File: src/design/base64_stream_decoder_macros.svh
// Assertion helpers for the base64 stream decoder.
// Both expect clk_i in the scope where they are used; B64D_ASSERT also expects rst_ni.
`ifndef BASE64_STREAM_DECODER_MACROS_SVH
`define BASE64_STREAM_DECODER_MACROS_SVH

// Check on every clock edge outside reset.
`define B64D_ASSERT(label, prop, msg) \
  label: assert property (@(posedge clk_i) disable iff (!rst_ni) (prop)) \
    else $error(msg);

// Check on every clock edge, reset included.
`define B64D_ASSERT_ALWAYS(label, prop, msg) \
  label: assert property (@(posedge clk_i) (prop)) \
    else $error(msg);

`endif

File: src/design/b64d_pkg.sv
`default_nettype none

package b64d_pkg;

  // Width of the running byte counter
  localparam int unsigned CountWidth = 16;
  // Width used for counter versus capacity compares
  localparam int unsigned CmpWidth   = CountWidth + 16;

  localparam int unsigned CfgIndexWidth = 8;
  localparam int unsigned CfgDataWidth  = 16;

  // Register indexes of the configuration port
  typedef enum logic [CfgIndexWidth-1:0] {
    REG_CAPACITY   = 8'd0,
    REG_COUNT_ONLY = 8'd1
  } reg_index_e;

  localparam logic [15:0] CapacityReset = 16'hFFFF;

  // Special characters
  localparam logic [7:0] CharNul   = 8'h00;
  localparam logic [7:0] CharPad   = 8'h3D;
  localparam logic [7:0] CharPlus  = 8'h2B;
  localparam logic [7:0] CharSlash = 8'h2F;
  localparam logic [7:0] CharSpace = 8'h20;

  // Result item kinds
  localparam logic KindData  = 1'b0;
  localparam logic KindFinal = 1'b1;

  // Classification of one character
  typedef struct packed {
    logic       is_nul;
    logic       is_space;
    logic       is_pad;
    logic       is_alpha;
    logic [5:0] sextet;
  } char_class_t;

endpackage

`default_nettype wire

File: src/design/b64d_if.sv
`default_nettype none

// Character input channel
interface b64d_char_if;
  logic       valid;
  logic       ready;
  logic [7:0] character;

  modport source (output valid, output character, input ready);
  modport sink   (input valid, input character, output ready);
endinterface

// Result output channel
interface b64d_result_if;
  logic        valid;
  logic        ready;
  logic        kind;
  logic [7:0]  data_byte;
  logic        failed;
  logic [15:0] byte_total;

  modport source (output valid, output kind, output data_byte, output failed,
                  output byte_total, input ready);
  modport sink   (input valid, input kind, input data_byte, input failed,
                  input byte_total, output ready);
endinterface

// Configuration write channel
interface b64d_cfg_if;
  logic        valid;
  logic        ready;
  logic [7:0]  index;
  logic [15:0] data;

  modport source (output valid, output index, output data, input ready);
  modport sink   (input valid, input index, input data, output ready);
endinterface

`default_nettype wire

File: src/design/b64d_classify.sv
`default_nettype none

// Sort one character into NUL, whitespace, pad, alphabet or other,
// and give the 6-bit value of an alphabet character.
module b64d_classify (
  input  wire logic [7:0]           char_i,
  output b64d_pkg::char_class_t     class_o
);
  import b64d_pkg::*;

  logic       upper, lower, digit;
  logic [7:0] value;

  always_comb begin
    upper = (char_i >= 8'h41) && (char_i <= 8'h5A);
    lower = (char_i >= 8'h61) && (char_i <= 8'h7A);
    digit = (char_i >= 8'h30) && (char_i <= 8'h39);

    // Map the alphabet onto 0..63
    value = 8'd0;
    if (upper)                   value = char_i - 8'h41;
    else if (lower)              value = char_i - 8'h61 + 8'd26;
    else if (digit)              value = char_i - 8'h30 + 8'd52;
    else if (char_i == CharPlus) value = 8'd62;
    else if (char_i == CharSlash) value = 8'd63;

    class_o.is_nul   = (char_i == CharNul);
    class_o.is_space = ((char_i >= 8'd9) && (char_i <= 8'd13)) || (char_i == CharSpace);
    class_o.is_pad   = (char_i == CharPad);
    class_o.is_alpha = upper || lower || digit || (char_i == CharPlus)
                       || (char_i == CharSlash);
    class_o.sextet   = value[5:0];
  end

endmodule

`default_nettype wire

File: src/design/base64_stream_decoder.sv
// Channel   Dir  Payload                                   Accepted when
// char_i    in   character                                 valid && ready
// result_o  out  kind, data_byte, failed, byte_total       valid && ready
// cfg_i     in   index (0 capacity, 1 count_only), data    valid && ready
//
// One character is taken every cycle unless a held result stalls the decode; the
// character is held in the input register, then decoded into the result register.
// The per-character state update is a single classify and compare stage.
// Reset clears the decode state and sets capacity to 65535, count_only to 0.
// A result held by the sink stops the decode stage; the input register still
// takes one more character, then ready drops until the result is taken.
`default_nettype none

`include "base64_stream_decoder_macros.svh"

module base64_stream_decoder (
  input  wire logic clk_i,
  input  wire logic rst_ni,
  b64d_char_if.sink     char_i,
  b64d_result_if.source result_o,
  b64d_cfg_if.sink      cfg_i
);
  import b64d_pkg::*;

  typedef enum logic [1:0] {
    PH_DECODE,
    PH_WANT_PAD,
    PH_TRAIL,
    PH_ERROR
  } phase_e;

  // Configuration registers
  logic [15:0] capacity_q;
  logic        count_only_q;

  // Input register
  logic        in_valid_q;
  logic [7:0]  char_q;

  // Decode state
  phase_e                phase_q, phase_d;
  logic [1:0]            quad_q, quad_d;
  logic [7:0]            partial_q, partial_d;
  logic [CountWidth-1:0] done_q, done_d;

  // Result register
  logic        out_valid_q;
  logic        kind_q, kind_d;
  logic [7:0]  byte_q, byte_d;
  logic        failed_q, failed_d;
  logic [15:0] total_q, total_d;
  logic        emit_d;

  logic          fire;
  char_class_t   cls;
  logic [CmpWidth-1:0] done_ext, cap_ext, inc_ext;
  logic          checked, cap_full;
  logic [7:0]    byte_new, next_bits;

  b64d_classify u_classify (
    .char_i  (char_q),
    .class_o (cls)
  );

  // Decode stage runs when the input register holds a character and the result register is free or being emptied
  assign fire         = in_valid_q && (!out_valid_q || result_o.ready);
  assign char_i.ready = !in_valid_q || fire;
  assign cfg_i.ready  = 1'b1;

  assign result_o.valid      = out_valid_q;
  assign result_o.kind       = kind_q;
  assign result_o.data_byte  = byte_q;
  assign result_o.failed     = failed_q;
  assign result_o.byte_total = total_q;

  // Counter compares at a width that holds both counter and capacity
  always_comb begin
    done_ext = {16'b0, done_q};
    cap_ext  = {{CountWidth{1'b0}}, capacity_q};
    inc_ext  = done_ext + CmpWidth'(1);
    checked  = !count_only_q;
    cap_full = done_ext >= cap_ext;
  end

  // Assemble the byte completed by this sextet and the bits it leaves over
  always_comb begin
    case (quad_q)
      2'd1: begin
        byte_new  = partial_q | {6'b0, cls.sextet[5:4]};
        next_bits = {cls.sextet[3:0], 4'b0};
      end
      2'd2: begin
        byte_new  = partial_q | {4'b0, cls.sextet[5:2]};
        next_bits = {cls.sextet[1:0], 6'b0};
      end
      2'd3: begin
        byte_new  = partial_q | {2'b0, cls.sextet};
        next_bits = 8'd0;
      end
      default: begin
        byte_new  = 8'd0;
        next_bits = {cls.sextet, 2'b0};
      end
    endcase
  end

  // Next decode state and result for the character in the input register
  always_comb begin
    phase_d   = phase_q;
    quad_d    = quad_q;
    partial_d = partial_q;
    done_d    = done_q;
    emit_d    = 1'b0;
    kind_d    = KindData;
    byte_d    = 8'd0;
    failed_d  = 1'b0;
    total_d   = 16'd0;

    if (cls.is_nul) begin
      // End of string: report and start over
      emit_d = 1'b1;
      kind_d = KindFinal;
      case (phase_q)
        PH_DECODE: failed_d = (quad_q != 2'd0);
        PH_TRAIL:  failed_d = checked && (partial_q != 8'd0);
        default:   failed_d = 1'b1;
      endcase
      total_d   = failed_d ? 16'd0 : done_ext[15:0];
      phase_d   = PH_DECODE;
      quad_d    = 2'd0;
      partial_d = 8'd0;
      done_d    = '0;
    end else if (phase_q == PH_ERROR || cls.is_space) begin
      // Swallow
    end else if (phase_q == PH_WANT_PAD) begin
      phase_d = cls.is_pad ? PH_TRAIL : PH_ERROR;
    end else if (phase_q == PH_TRAIL) begin
      phase_d = PH_ERROR;
    end else if (cls.is_pad) begin
      case (quad_q)
        2'd2:    phase_d = PH_WANT_PAD;
        2'd3:    phase_d = PH_TRAIL;
        default: phase_d = PH_ERROR;
      endcase
    end else if (!cls.is_alpha) begin
      phase_d = PH_ERROR;
    end else if (checked && cap_full) begin
      phase_d = PH_ERROR;
    end else if (quad_q == 2'd0) begin
      partial_d = next_bits;
      quad_d    = 2'd1;
    end else if (done_q == '1) begin
      phase_d = PH_ERROR;
    end else if (checked && (next_bits != 8'd0) && (inc_ext >= cap_ext)) begin
      phase_d = PH_ERROR;
    end else begin
      partial_d = next_bits;
      done_d    = inc_ext[CountWidth-1:0];
      quad_d    = quad_q + 2'd1;
      emit_d    = 1'b1;
      byte_d    = byte_new;
    end
  end

  // Hold input, decode state and result registers
  always_ff @(posedge clk_i or negedge rst_ni) begin
    if (!rst_ni) begin
      in_valid_q  <= 1'b0;
      char_q      <= 8'd0;
      phase_q     <= PH_DECODE;
      quad_q      <= 2'd0;
      partial_q   <= 8'd0;
      done_q      <= '0;
      out_valid_q <= 1'b0;
      kind_q      <= KindData;
      byte_q      <= 8'd0;
      failed_q    <= 1'b0;
      total_q     <= 16'd0;
    end else begin
      if (char_i.valid && char_i.ready) begin
        in_valid_q <= 1'b1;
        char_q     <= char_i.character;
      end else if (fire) begin
        in_valid_q <= 1'b0;
      end

      if (fire) begin
        phase_q     <= phase_d;
        quad_q      <= quad_d;
        partial_q   <= partial_d;
        done_q      <= done_d;
        out_valid_q <= emit_d;
        kind_q      <= kind_d;
        byte_q      <= byte_d;
        failed_q    <= failed_d;
        total_q     <= total_d;
      end else if (result_o.ready) begin
        out_valid_q <= 1'b0;
      end
    end
  end

  // Configuration writes
  always_ff @(posedge clk_i or negedge rst_ni) begin
    if (!rst_ni) begin
      capacity_q   <= CapacityReset;
      count_only_q <= 1'b0;
    end else if (cfg_i.valid && cfg_i.ready) begin
      case (cfg_i.index)
        REG_CAPACITY:   capacity_q   <= cfg_i.data;
        REG_COUNT_ONLY: count_only_q <= cfg_i.data[0];
        default: ;
      endcase
    end
  end

  // Checks
  `B64D_ASSERT(a_nul_clears, fire && cls.is_nul |=> phase_q == PH_DECODE && quad_q == 2'd0 && done_q == '0, "state not cleared after end of string")
  `B64D_ASSERT(a_pad_quad, phase_q == PH_WANT_PAD |-> quad_q == 2'd2, "awaiting second pad outside quad position two")
  `B64D_ASSERT(a_data_counts, fire && emit_d && kind_d == KindData |=> done_q == CountWidth'($past(done_q) + 1'b1), "data item without count advance")
  `B64D_ASSERT_ALWAYS(a_reset_idle, !rst_ni |-> !out_valid_q && !in_valid_q, "pipeline not empty in reset")

endmodule

`default_nettype wire
File: src/flat_wrapper.sv
// flat-port wrapper written by rule: the top's interface ports become plain ports
module base64_stream_decoder_flat import b64d_pkg::*;
  (clk_i, rst_ni, char_i_valid, char_i_character, char_i_ready, result_o_valid, result_o_kind, result_o_data_byte, result_o_failed, result_o_byte_total, result_o_ready, cfg_i_valid, cfg_i_index, cfg_i_data, cfg_i_ready);
  b64d_char_if char_i_i ();
  b64d_result_if result_o_i ();
  b64d_cfg_if cfg_i_i ();
  input  wire logic clk_i;
  input  wire logic rst_ni;
  input wire logic [$bits(char_i_i.valid)-1:0] char_i_valid;
  input wire logic [$bits(char_i_i.character)-1:0] char_i_character;
  output wire logic [$bits(char_i_i.ready)-1:0] char_i_ready;
  output wire logic [$bits(result_o_i.valid)-1:0] result_o_valid;
  output wire logic [$bits(result_o_i.kind)-1:0] result_o_kind;
  output wire logic [$bits(result_o_i.data_byte)-1:0] result_o_data_byte;
  output wire logic [$bits(result_o_i.failed)-1:0] result_o_failed;
  output wire logic [$bits(result_o_i.byte_total)-1:0] result_o_byte_total;
  input wire logic [$bits(result_o_i.ready)-1:0] result_o_ready;
  input wire logic [$bits(cfg_i_i.valid)-1:0] cfg_i_valid;
  input wire logic [$bits(cfg_i_i.index)-1:0] cfg_i_index;
  input wire logic [$bits(cfg_i_i.data)-1:0] cfg_i_data;
  output wire logic [$bits(cfg_i_i.ready)-1:0] cfg_i_ready;
  assign char_i_i.valid = char_i_valid;
  assign char_i_i.character = char_i_character;
  assign char_i_ready = char_i_i.ready;
  assign result_o_valid = result_o_i.valid;
  assign result_o_kind = result_o_i.kind;
  assign result_o_data_byte = result_o_i.data_byte;
  assign result_o_failed = result_o_i.failed;
  assign result_o_byte_total = result_o_i.byte_total;
  assign result_o_i.ready = result_o_ready;
  assign cfg_i_i.valid = cfg_i_valid;
  assign cfg_i_i.index = cfg_i_index;
  assign cfg_i_i.data = cfg_i_data;
  assign cfg_i_ready = cfg_i_i.ready;
  base64_stream_decoder u_core (.clk_i(clk_i), .rst_ni(rst_ni), .char_i(char_i_i), .result_o(result_o_i), .cfg_i(cfg_i_i));
endmodule
File: config.mk
export PLATFORM = sky130hd
export DESIGN_NAME = base64_stream_decoder_flat
export DESIGN_NICKNAME = d
export VERILOG_FILES = /design/src/design/b64d_pkg.sv /design/src/design/b64d_if.sv /design/src/design/b64d_classify.sv /design/src/design/base64_stream_decoder.sv /design/src/flat_wrapper.sv
export VERILOG_INCLUDE_DIRS = /design/src /design/src/design
export SDC_FILE = /design/constraint.sdc
export NUM_CORES = 1
export LEC_CHECK = 0
export ABC_AREA = 1
export BUFFER_PORTS_ARGS = -buffer_cell sky130_fd_sc_hd__buf_2
export CORE_MARGIN = 5
export CORE_UTILIZATION = 60
export CTS_CLUSTER_DIAMETER = 120
export DETAILED_ROUTE_END_ITERATION = 8
export GPL_TIMING_DRIVEN = 0
export HOLD_SLACK_MARGIN = 0.05
export PLACE_DENSITY = 0.9
export SLEW_MARGIN = 10
export SYNTH_ARGS = -nofsm -noshare
export SYNTH_HDL_FRONTEND = slang
export SYNTH_SLANG_ARGS = --single-unit
File: constraint.sdc
create_clock -name clk_i -period 5.9 [get_ports clk_i]
set_input_delay 1.18 -clock clk_i [delete_from_list [all_inputs] [get_ports clk_i]]
set_output_delay 1.18 -clock clk_i [all_outputs]
set_load 0.005 [all_outputs]
# ---- Word-level counts from Yosys, hierarchy flattened
# Index checks and enable logic that the tools add are counted.
dict set report totals {
  reg_bits 81
  inputBits 37
  output_inout_bits 29
  word_cells 172
}
dict set report op_classes {
  addsub 7
  magnitude_cmp 10
  n_eq_ne 24
  n_mux 79
  bitwise 3
  n_reduce_logical 36
}
# operator n
set ops {}
lappend ops {{2-to-1 mux 16 bit} 12}
lappend ops {{2-to-1 mux 8 bit} 20}
lappend ops {{one-hot mux 8 bit (3 select lines)} 2}
lappend ops {{2-to-1 mux 2 bit} 20}
lappend ops {{equality test 8 x 6 -> 1 bit (second input constant)} 4}
lappend ops {{greater-or-equal comparator 32 x 16 -> 1 bit} 1}
lappend ops {{2-to-1 mux 6 bit} 5}
lappend ops {{2-to-1 mux 1 bit} 18}
lappend ops {{adder 16 x 1 -> 17 bit (second input constant)} 1}
lappend ops {{equality test 16 bit (second input constant)} 1}
lappend ops {{greater-or-equal comparator 16 bit} 1}
lappend ops {{greater-or-equal comparator 8 x 7 -> 1 bit (second input constant)} 2}
lappend ops {{<= comparator 8 x 7 -> 1 bit (second input constant)} 2}
lappend ops {{zero test 8 bit} 2}
lappend ops {{inequality test 2 x 1 -> 1 bit (second input constant)} 8}
lappend ops {{nonzero test 8 bit} 2}
lappend ops {{subtractor 6 bit (second input constant)} 2}
lappend ops {{logical AND 1 bit} 10}
lappend ops {{AND reduction 10 bit} 1}
lappend ops {{AND reduction 9 bit} 1}
lappend ops {{equality test 2 bit (second input constant)} 4}
lappend ops {{equality test 8 x 1 -> 1 bit (second input constant)} 1}
lappend ops {{greater-or-equal comparator 8 x 4 -> 1 bit (second input constant)} 1}
lappend ops {{greater-or-equal comparator 8 x 6 -> 1 bit (second input constant)} 1}
lappend ops {{other kinds (21)} 37}

# ---- Depth between registers and ports, before layout
dict set report depth {
  ltp_word 21
  ltp_mapped 24
  depth_no_buf 23
}

# ---- Modules after synthesis
# From an unflattened synthesis, not the netlist that was laid out.
dict set report unflattened {
  cells_unflattened 769
  hier_area_um2 5650.4
}
# module n_inst cells_each area_per_inst_um2
set by_module_without_submodules {}
lappend by_module_without_submodules {base64_stream_decoder 1 638 4919.7}
lappend by_module_without_submodules {b64d_classify 1 131 730.7}

# ---- Worst setup path after synthesis
# Ideal clock, no wire load.
dict set report synth_timing {
  kind {register to register}
  startpoint {reg u_core.done_q[0]}
  endpoint {reg u_core.done_q[12]}
  setup_ns 0.124
  arrival_time_ns 3.175
  setup_slack_ns 2.602
  path_stages_with_launch 24
  path_buffers 1
  period_less_slack_ns 3.298
  cell_sequence {dfrtp_1 -> ha_1 -> nand4_1 -> or2_2 -> nor2_1 -> nand3_1 -> inv_1 -> nand2_1 -> nor2_1 -> nand3_1 -> xor2_1 -> inv_1 -> ha_1 -> nand2_1 -> inv_1 -> nand3_1 -> inv_1 -> a21oi_1 -> nand4_1 -> nand3_2 -> o2111ai_2 -> buf_6 -> nand2_1 -> o21ai_2}
}
dict set report synth_between {
  elab_chain_len 11
  word_cells_on_any_way 20
}
# element line_no
set synth_lines {}
lappend synth_lines {{start: declaration} base64_stream_decoder.sv:44} ;# logic [CountWidth-1:0] done_q, done_d;
lappend synth_lines {{start signal: assignment} base64_stream_decoder.sv:191} ;# done_q <= done_d;
lappend synth_lines {{parallel branches: the longest is 11 deep, another holds greater-or-equal comparator 32 x 16 -> 1 bit} --}
# Parallel ways; which one is timed is not known. The select of a mux whose other input is x is not followed.
# A chain may end at the register's enable or synchronous reset.

# ---- Worst setup path after layout
dict set report layout_timing {
  startpoint {reg u_core.done_q[0]}
  endpoint {reg u_core.done_q[15]}
}
# Same word-level chain as after synthesis.

==> reports/results.ini <==
[logic_synthesis]
mux_contribution_to_synthesized_area_pct=0.419
synth_xor_xnor_area_share_pct=2.77
ys_types=45
yosysSeqAreaShare_pct=37.1
syn-cell-area_mm2=0.00538
synth-simple-area-share_pct=26.5
count_of_synthesis_stage_warnings_from_yosys=0
synthCells=701
dominantRegCellSynth=dfrtp_1
avgSynthCellArea_um2=7.67
synth_nets=789
synth-edff-count=0
main_combinational_cell_family_by_area_after_synthesis=simple AND/OR/NAND/NOR gates
ys_async_sr_fraction_pct=100
post_synthesis_compound_gate_area_fraction_pct=12.7
yosys.area_share.adder_pct=11.9
yosys_register_bits=79

[place]
place_inst=874
io_buffers=64
post-dp-hpwl_um=10300
routability_congestion=0.909

[die]
floorplan.die.width_um=105
die-area_mm2=0.0110
die_h_um=105
initial_utilization_pct=61.7
ios=66
design.core.area_mm2=0.00872
std_cell_rows=34

[sta]
slew_violations=0
finalSetupTns_ns=0
final_period_minus_worst_setup_slack_ns=4.05
setup_viol=0
timing_worst_slew_pin_value_ns=0.648
final-hold-violation-count=0
rsz0062_at_grt=false
maxClockFrequency_mhz=247
relSlewSlack_pct=56.4
period_share_pct=68.7
clock_skew_ns=0.0223

[critical_path]
critPathLaunchType=flop
reg2reg_setup_slack_ns=1.85
reg2reg_depth=23
timing.critical_path.arrival_ns=4.30
crit_path_kind=reg2reg
crit_path_end_kind=flop
r2r_path_end=u_core.done_q[15]
regToRegStartpoint=u_core.done_q[0]
worstSetupEndpoint=u_core.done_q[15]
critical_path.startpoint=u_core.done_q[0]
crit_fanout=10
worst-endpoint-required_ns=6.15

[routing]
routed_wirelength_um=13200
detail_route.drc_violations=0
drt_iter0_drc=297
routed_wire_length_per_instance_um=14.8
dr_total_vias=4950
pre_antenna_drt_iters=5
via_per_inst=5.56
drt.antenna.violating_nets=0

[cts]
cts.repair.resized=0
worst_skew_pair.late_latency_ns=0.36
tritoncts_num_sinks=79
clkTransAtPathRegs_ns=0.09
tritoncts=done
number_of_cts_inserted_buffers=9
ctsRootBufferMaster=clkbuf_8
cts.path.max_buffers=2
postCtsSetupRepairBufs=0
hold_fix_buffer_count_after_cts=0
cts_htree_levels=3

[power]
power_density_mw_per_mm2=306
leakage_uw=0.00331
irDropWorstVdd_uv=220

[global_route]
global_route.usage.total_pct=24.4
grt_pass1_wl_um=22600
antenna_found_initial=0
grt_overflow=0
grt_start_max_net_pins=48
grt_pass1_vias=4832

[finish]
final_net_count=865
post-route-util_pct=69.6
antenna_cells=0
finish.cell_count_without_fillers=890
areaGrowthSynthToFinish_pct=12.8
post_route_cells_drive_above_1_share_pct=17.9
layout.cells.most_common_list=nand2_1 (163), inv_1 (92), buf_2 (65), nor2_1 (63), dfrtp_1 (63)
layout_commonest_cell=nand2_1

[outcome]
outcome=finished, final reports clean

[min_path]
min-delay-path-class=reg2reg

[job]
drv.max_cap_violation_count=0

==> logic make-up after synthesis <==
group                      Yosys count
and+or+nand+nor                    319
AOI/OAI and AO/OA                  120
buffers and inverters              112
DFF                                 79
adders and majority gates           51
xor gates and xnor gates            17
muxes                                2
other                                1
==> worst min-delay path by stage <==
| stage | endpoint | depth (start not counted) | start | slack (ns) |
|---|---|---|---|---|
| 2_1_floorplan | u_core.partial_q[3] | 2 | u_core.partial_q[3] | 0.45 |
| 6_report | u_core.result_o.data_byte[0] | 2 | u_core.result_o.data_byte[0] | 0.49 |
| 3_3_place_gp | u_core.result_o.data_byte[5] | 2 | u_core.result_o.data_byte[5] | 0.46 |
| 5_1_grt | u_core.result_o.data_byte[0] | 2 | u_core.result_o.data_byte[0] | 0.50 |
| 4_1_cts | u_core.result_o.data_byte[0] | 2 | u_core.result_o.data_byte[0] | 0.49 |
| 3_5_place_dp | u_core.result_o.data_byte[6] | 2 | u_core.result_o.data_byte[6] | 0.47 |
==> cell type report <==
cell class / count / area, um^2
plain buffers: 15 / 95.1
clock buffers: 9 / 124
clock inverters: 7 / 78.8
fillers: 729 / 2650
inverters: 97 / 367
multi-input cells: 510 / 2920
flip-flops and latches: 79 / 2000
well taps: 108 / 135
repair buffers: 65 / 350
==> synthesized netlist by cell type (5+ instances only) <==
library cell	instances	share of area (%)
nor4_1	5	0.58
nor2_1	63	4.4
ha_1	51	12
dfstp_2	16	7.8
xor2_1	16	2.6
dfrtp_1	63	29
nand3b_1	5	0.70
nand3_1	37	3.4
inv_1	92	6.4
o21ai_2	11	1.8
nand4_1	20	2.3
nand2_1	163	11
clkbuf_1	8	0.56
nor3_1	8	0.74
a21oi_1	47	4.4
nand2_2	6	0.70
o21ai_0	45	4.2
==> routing by layer <==
layer | vias to the layer above | wire [um] | GRT usage (%) | share of wire, %
li1 | 2448 | - | - | -
met1 | 2302 | 5870 | 34.0 | 45
met2 | 184 | 6280 | 39.9 | 48
met3 | 16 | 875 | 3.33 | 6.6
met4 | 0 | 153 | 7.40 | 1.2
met5 | - | 0 | 0 | 0
==> sequential cells by signal (all words and copies together) (netlist names) <==
name and cells:
u_core.char_q 8, u_core.count_only_q 1, u_core.quad_q 2, u_core.in_valid_q 1, u_core.capacity_q 16, u_core.result_o.kind 1
u_core.result_o.valid 1, u_core.result_o.data_byte 8, u_core.result_o.byte_total 16, u_core.partial_q 6, u_core.result_o.failed 1, u_core.done_q 16
u_core.phase_q 2
==> worst max-delay path, stage by stage (launching register included) <==
cell and delay [ns]:
dfrtp_1 0.42, ha_1 0.23, nand4_1 0.16, or2_2 0.33, nor2_1 0.21, nand3_1 0.13
inv_1 0.10, nand2_1 0.08, nor2_1 0.11, nand3_1 0.09, xor2_1 0.23, inv_1 0.08
ha_1 0.29, nand2_1 0.08, inv_1 0.05, nand3_1 0.10, inv_1 0.05, a21oi_1 0.15
nand4_1 0.19, nand3_2 0.18, o2111ai_2 0.28, buf_6 0.26, nand2_1 0.08, o21ai_2 0.05
==> metrics by stage <==
stage / hold WS [ns] / power [uW] / setup slack [ns] / area, um^2
after CTS: 0.492 / 1850 / 1.91 / 6070
after global placement: 0.459 / 1390 / 2.04 / 5830
after global routing: 0.503 / 2000 / 1.51 / 6070
final: 0.485 / 1860 / 1.85 / 6070
after detailed placement: 0.468 / 1430 / 1.95 / 5860
after floorplan: 0.453 / 1220 / 2.60 / 5380
==> power breakdown <==
group	switching, uW	internal [uW]	total, uW
logic	488	254	742
registers	70.5	615	685
clock network	230	201	431
Note: power is estimated with default switching activity, not from simulation.
